**src/rtl/bbc_pkg.sv**
```systemverilog
// Shared types, constants and digit adjust functions for the binary/BCD converter.
package bbc_pkg;

    localparam int OPERAND_W = 128;
    localparam int LANE_W    = 64;
    localparam int SS_W      = 32;

    localparam logic MODE_TO_BCD = 1'b0;
    localparam logic MODE_TO_BIN = 1'b1;

    localparam logic [3:0] UP_LIMIT   = 4'd4;
    localparam logic [3:0] DOWN_LIMIT = 4'd8;
    localparam logic [3:0] ADJ        = 4'd3;

    typedef struct packed {
        logic valid;
        logic mode;
    } t_ctl;

    // double dabble correction, kept to one nibble
    function automatic logic [3:0] dabble_up(input logic [3:0] d);
        logic [3:0] r;
        r = (d > UP_LIMIT) ? 4'(d + ADJ) : d;
        return r;
    endfunction

    // reverse dabble correction, kept to one nibble
    function automatic logic [3:0] dabble_down(input logic [3:0] d);
        logic [3:0] r;
        r = (d >= DOWN_LIMIT) ? 4'(d - ADJ) : d;
        return r;
    endfunction

endpackage

```
**src/rtl/bbc_stage.sv**
```systemverilog
// One shift-and-adjust step of the conversion pipeline, with its stage registers.
module bbc_stage #(
    parameter int BINARY_BITS = 96,
    parameter int BCD_DIGITS  = 32,
    parameter int STEP_IDX    = 0
) (
    input  logic                     i_clk,
    input  logic                     i_rst_n,
    input  logic                     i_advance,
    input  bbc_pkg::t_ctl            i_ctl,
    input  logic [BINARY_BITS-1:0]   i_bin,
    input  logic [4*BCD_DIGITS-1:0]  i_bcd,
    input  logic [bbc_pkg::SS_W-1:0] i_sign_scale,
    output bbc_pkg::t_ctl            o_ctl,
    output logic [BINARY_BITS-1:0]   o_bin,
    output logic [4*BCD_DIGITS-1:0]  o_bcd,
    output logic [bbc_pkg::SS_W-1:0] o_sign_scale
);

    localparam int BCD_W = 4 * BCD_DIGITS;
    localparam bit LAST  = (STEP_IDX == BINARY_BITS - 1);

    bbc_pkg::t_ctl            r_ctl;
    logic [BINARY_BITS-1:0]   r_bin, n_bin;
    logic [BCD_W-1:0]         r_bcd, n_bcd;
    logic [bbc_pkg::SS_W-1:0] r_ss;
    logic [BCD_W-1:0]         sh_bcd;

    always_comb begin
        unique case (i_ctl.mode)
            bbc_pkg::MODE_TO_BCD: begin
                sh_bcd = {i_bcd[BCD_W-2:0], i_bin[BINARY_BITS-1]};
                n_bin  = {i_bin[BINARY_BITS-2:0], 1'b0};
            end
            bbc_pkg::MODE_TO_BIN: begin
                sh_bcd = {1'b0, i_bcd[BCD_W-1:1]};
                n_bin  = {i_bcd[0], i_bin[BINARY_BITS-1:1]};
            end
            default: begin
                sh_bcd = i_bcd;
                n_bin  = i_bin;
            end
        endcase
    end

    // per-digit correction after the shift; the final forward step takes none
    always_comb begin
        n_bcd = sh_bcd;
        for (int d = 0; d < BCD_DIGITS; d++) begin
            if (i_ctl.mode == bbc_pkg::MODE_TO_BIN) begin
                n_bcd[4*d +: 4] = bbc_pkg::dabble_down(sh_bcd[4*d +: 4]);
            end else if (!LAST) begin
                n_bcd[4*d +: 4] = bbc_pkg::dabble_up(sh_bcd[4*d +: 4]);
            end
        end
    end

    always_ff @(posedge i_clk) begin
        if (!i_rst_n) begin
            r_ctl <= '0;
        end else if (i_advance) begin
            r_ctl <= i_ctl;
        end
    end

    always_ff @(posedge i_clk) begin
        if (i_advance) begin
            r_bin <= n_bin;
            r_bcd <= n_bcd;
            r_ss  <= i_sign_scale;
        end
    end

    assign o_ctl        = r_ctl;
    assign o_bin        = r_bin;
    assign o_bcd        = r_bcd;
    assign o_sign_scale = r_ss;

endmodule

```
**config.mk**
```make
export PLATFORM = sky130hd
export DESIGN_NAME = bbc_stage
export DESIGN_NICKNAME = d
export VERILOG_FILES = /design/src/rtl/bbc_pkg.sv /design/src/rtl/bbc_stage.sv
export SDC_FILE = /design/constraint.sdc
export NUM_CORES = 1
export LEC_CHECK = 0
export BUFFER_PORTS_ARGS = -buffer_cell sky130_fd_sc_hd__buf_2
export CORE_AREA = 5 5 198 200
export CTS_BUF_LIST = sky130_fd_sc_hd__clkbuf_4
export DETAILED_ROUTE_END_ITERATION = 6
export DIE_AREA = 0 0 203 205
export GPL_ROUTABILITY_DRIVEN = 1
export GPL_TIMING_DRIVEN = 0
export HOLD_SLACK_MARGIN = 0.02
export PLACE_DENSITY = 0.72
export SYNTH_ARGS = -nofsm -noshare
export SYNTH_HDL_FRONTEND = slang
export SYNTH_SLANG_ARGS = --single-unit
```
**constraint.sdc**
```tcl
create_clock -name i_clk -period 5.4 [get_ports i_clk]
set_clock_uncertainty 0.2 [all_clocks]
set_input_delay 0.81 -clock i_clk [delete_from_list [all_inputs] [get_ports i_clk]]
set_output_delay 0.81 -clock i_clk [all_outputs]
set_load 0.05 [all_outputs]
```
==> results.json <==
{
  "status": "completed",
  "peakVddDrop_mv": 0.156,
  "place.gp.congestion": 0.933,
  "pre_cts_ws_ns": 2.02,
  "syn_area_mm2": 0.0154,
  "grt-ovfl-total": 0,
  "syn-num-nets": 1613,
  "r2r-start": "o_ctl[1]",
  "synthArstFlopShare_pct": 0,
  "critPathRequiredTime_ns": 5.71,
  "startpoint_type": "input pin",
  "die_y_um": 205,
  "setup_violations": 0,
  "clockPowerShare_pct": 28.5,
  "cp.arrival_ns": 2.93,
  "worst-r2r-cell-count": 2,
  "htreeDepth": 3,
  "mostFrequentLayoutCells": "buf_2 (536), edfxtp_1 (256), clkbuf_4 (102)",
  "num-fill-cells": 3273,
  "crit_type": "in -> reg",
  "grt_max_degree": 128,
  "drt_iter0_drc": 931,
  "synthFlopType": "edfxtp_1",
  "start_util_pct": 41.3,
  "ant_nets": 0,
  "ios": 519,
  "rows": 71,
  "power_leakage_nw": 8.33,
  "multi_input_area_mm2": 0.00693,
  "ys_types": 38,
  "rsz0062_at_grt": "false",
  "ff2ff_setup_slack_ns": 4.60,
  "final_max_slew_viol_count": 0,
  "synth_edf_count": 256,
  "dr_total_vias": 13471,
  "fmax_mhz": 383,
  "synth_warnings": 0,
  "syn_area_per_cell_um2": 11.9,
  "port_buffers": 481,
  "powerDensity_mw_per_mm2": 313,
  "clock_sinks": 258,
  "drive_above_1_share_pct": 40.6,
  "min_to": "o_ctl[1]",
  "synth.area.top_cells": "edfxtp_1 (50%), mux2_2 (7.1%), ha_1 (5.1%), mux2i_1 (4.3%), xnor2_1 (3.2%)",
  "syn_inst": 1289,
  "numCtsBuffers": 74,
  "finalWirelength_mm": 58.0,
  "hpwl_mm": 42.5,
  "clk_pin_slew_ns": 0.06,
  "post_cts_buffers": 0,
  "period_share_pct": 48.3,
  "fin_crit_ns": 2.61,
  "seq_area_frac_synth_pct": 50.3,
  "syn2layout_area_growth_pct": 27.7,
  "synth_top_area_share_pct": 50.0,
  "hp-start": "i_ctl[1]",
  "hold_path_class": "in -> reg",
  "place_inst": 2246,
  "clockBufferDepth": 3,
  "whs_path_depth": 3,
  "layout_commonest_cell": "buf_2",
  "clock_latency_ns": 0.76,
  "seq_area_mm2": 0.00773,
  "p_sw_w": 0.00226,
  "nets": 2205,
  "p_seq_share_pct": 40.9,
  "maxCapViolations": 0,
  "drc": 0,
  "worst_slack_ns": 2.79,
  "vias_per_cell": 5.60,
  "grt_pass1_vias": 13283,
  "core_mm2": 0.0372,
  "die_area_mm2": 0.0416,
  "dr.pass1.iters": 5,
  "cts_root_buf": "clkbuf_4",
  "cts_tree": "yes",
  "antenna_found_initial": 21,
  "fin_cells": 2404,
  "die_width_um": 203,
  "netlist.top_cell.by_area": "edfxtp_1",
  "p_int_w": 0.00389,
  "wl_per_cell_um": 24.1,
  "grt_usage_pct": 26.4,
  "tightest_slew_ns": 1.03,
  "relSlewSlack_pct": 31.5,
  "crit_path_max_fanout": 10,
  "grt_pass1_wl_mm": 82.8,
  "end_kind": "flop",
  "finalHoldViolations": 0,
  "synth-seq-cells": 258,
  "pwr-share-comb_pct": 30.5,
  "r2r-end": "o_ctl[1]",
  "p_sw_share_pct": 36.8
}
-- flip-flops by register name, indices dropped and copies added, names as in the netlist --
register,count
o_bcd,128
o_bin,96
o_ctl,2
o_sign_scale,32
-- worst max-delay path by stage --
stage                         start    endpoint  slack [ns]  depth (start not counted)
final                      i_ctl[0]   o_bcd[41]        2.79                          9
after global routing       i_ctl[0]   o_bcd[41]        2.73                          9
after CTS                  i_ctl[0]   o_bcd[41]        2.82                          9
after detailed placement   i_ctl[0]   o_bcd[41]        2.02                          9
after global placement    i_advance    o_ctl[1]       -0.40                          3
after floorplan            i_ctl[0]  o_bcd[113]        2.68                          8
-- cell families (layout without fill, tap and decap cells) --
group	after synthesis	count (layout)	share of synthesized area [%]
other cells	0	10	0
buf+inv	154	785	4.68
flops	258	258	50.3
fa+ha+maj	63	63	5.13
xor+xnor	62	62	3.53
compound gates	266	266	11.5
mux	188	188	13.6
simple gates	298	298	11.3
-- cell usage after synthesis, drive strengths merged, types with 5 or more instances --
cell type	n
a211oi	65
nor2b	67
nand2	38
xor2	5
clkbuf	17
ha	63
xnor2	57
o21ai	35
a21oi	71
a2bb2oi	25
edfxtp	256
a311oi	28
mux2i	91
o22ai	31
buf	69
inv	68
nand2b	59
mux2	97
nor2	64
nor3b	34
nor4b	32
-- critical path: stages --
cell      delay [ns]
buf_2           0.14
buf_4           0.19
buf_4           0.25
buf_2           0.43
a21oi_1         0.16
ha_1            0.25
nand2b_1        0.18
nor4b_1         0.15
a311oi_1        0.34
-- what timing repair did --
| item | CTS | global route |
|---|---|---|
| hold buffers | 33 | 0 |
| endpoints found under the hold margin | 34 | 0 |
| resized for setup | 0 | 0 |
-- power by group through the flow --
stage          Combinational [W]  Sequential (W)  Clock, W
2_1_floorplan           0.000540         0.00328         0
3_3_place_gp             0.00182         0.00257         0
3_5_place_dp             0.00185         0.00256         0
4_1_cts                  0.00187         0.00252   0.00181
5_1_grt                  0.00197         0.00253   0.00193
6_report                 0.00188         0.00252   0.00176
-- metal layers --
metal | part of all wire (%) | GRT usage (%) | wire (um)
met3 | 8.9 | 8.56 | 5160
met1 | 38 | 30.7 | 22200
met4 | 4.4 | 12.0 | 2550
met2 | 48 | 44.5 | 28000
met5 | 0.23 | 0 | 133
-- per-stage QoR --
step                power, W  setup TNS [ns]  util, %  hold WS [ns]  area, um^2
floorplan            0.00382               0        -         0.543       15400
global placement     0.00439          -69.74     49.4         0.297       18400
detailed placement   0.00440               0     49.5         0.303       18400
CTS                  0.00620               0     52.7        0.0433       19600
global route         0.00643               0     52.7        0.0960       19600
finish               0.00615               0     52.8         0.148       19600
-- final cells by class --
type                       instances  share of cell area (%)
tap                              474                    3.02
antenna                           10                   0.127
inverter                          68                    1.30
timing repair buffer             516                    14.3
clock inverter                    13                   0.382
multi-input combinational        877                    35.3
clock buffer                     102                    3.90
sequential                       258                    39.4
buffer                            86                    2.36
No activity file was read; power rests on OpenSTA's default activity.
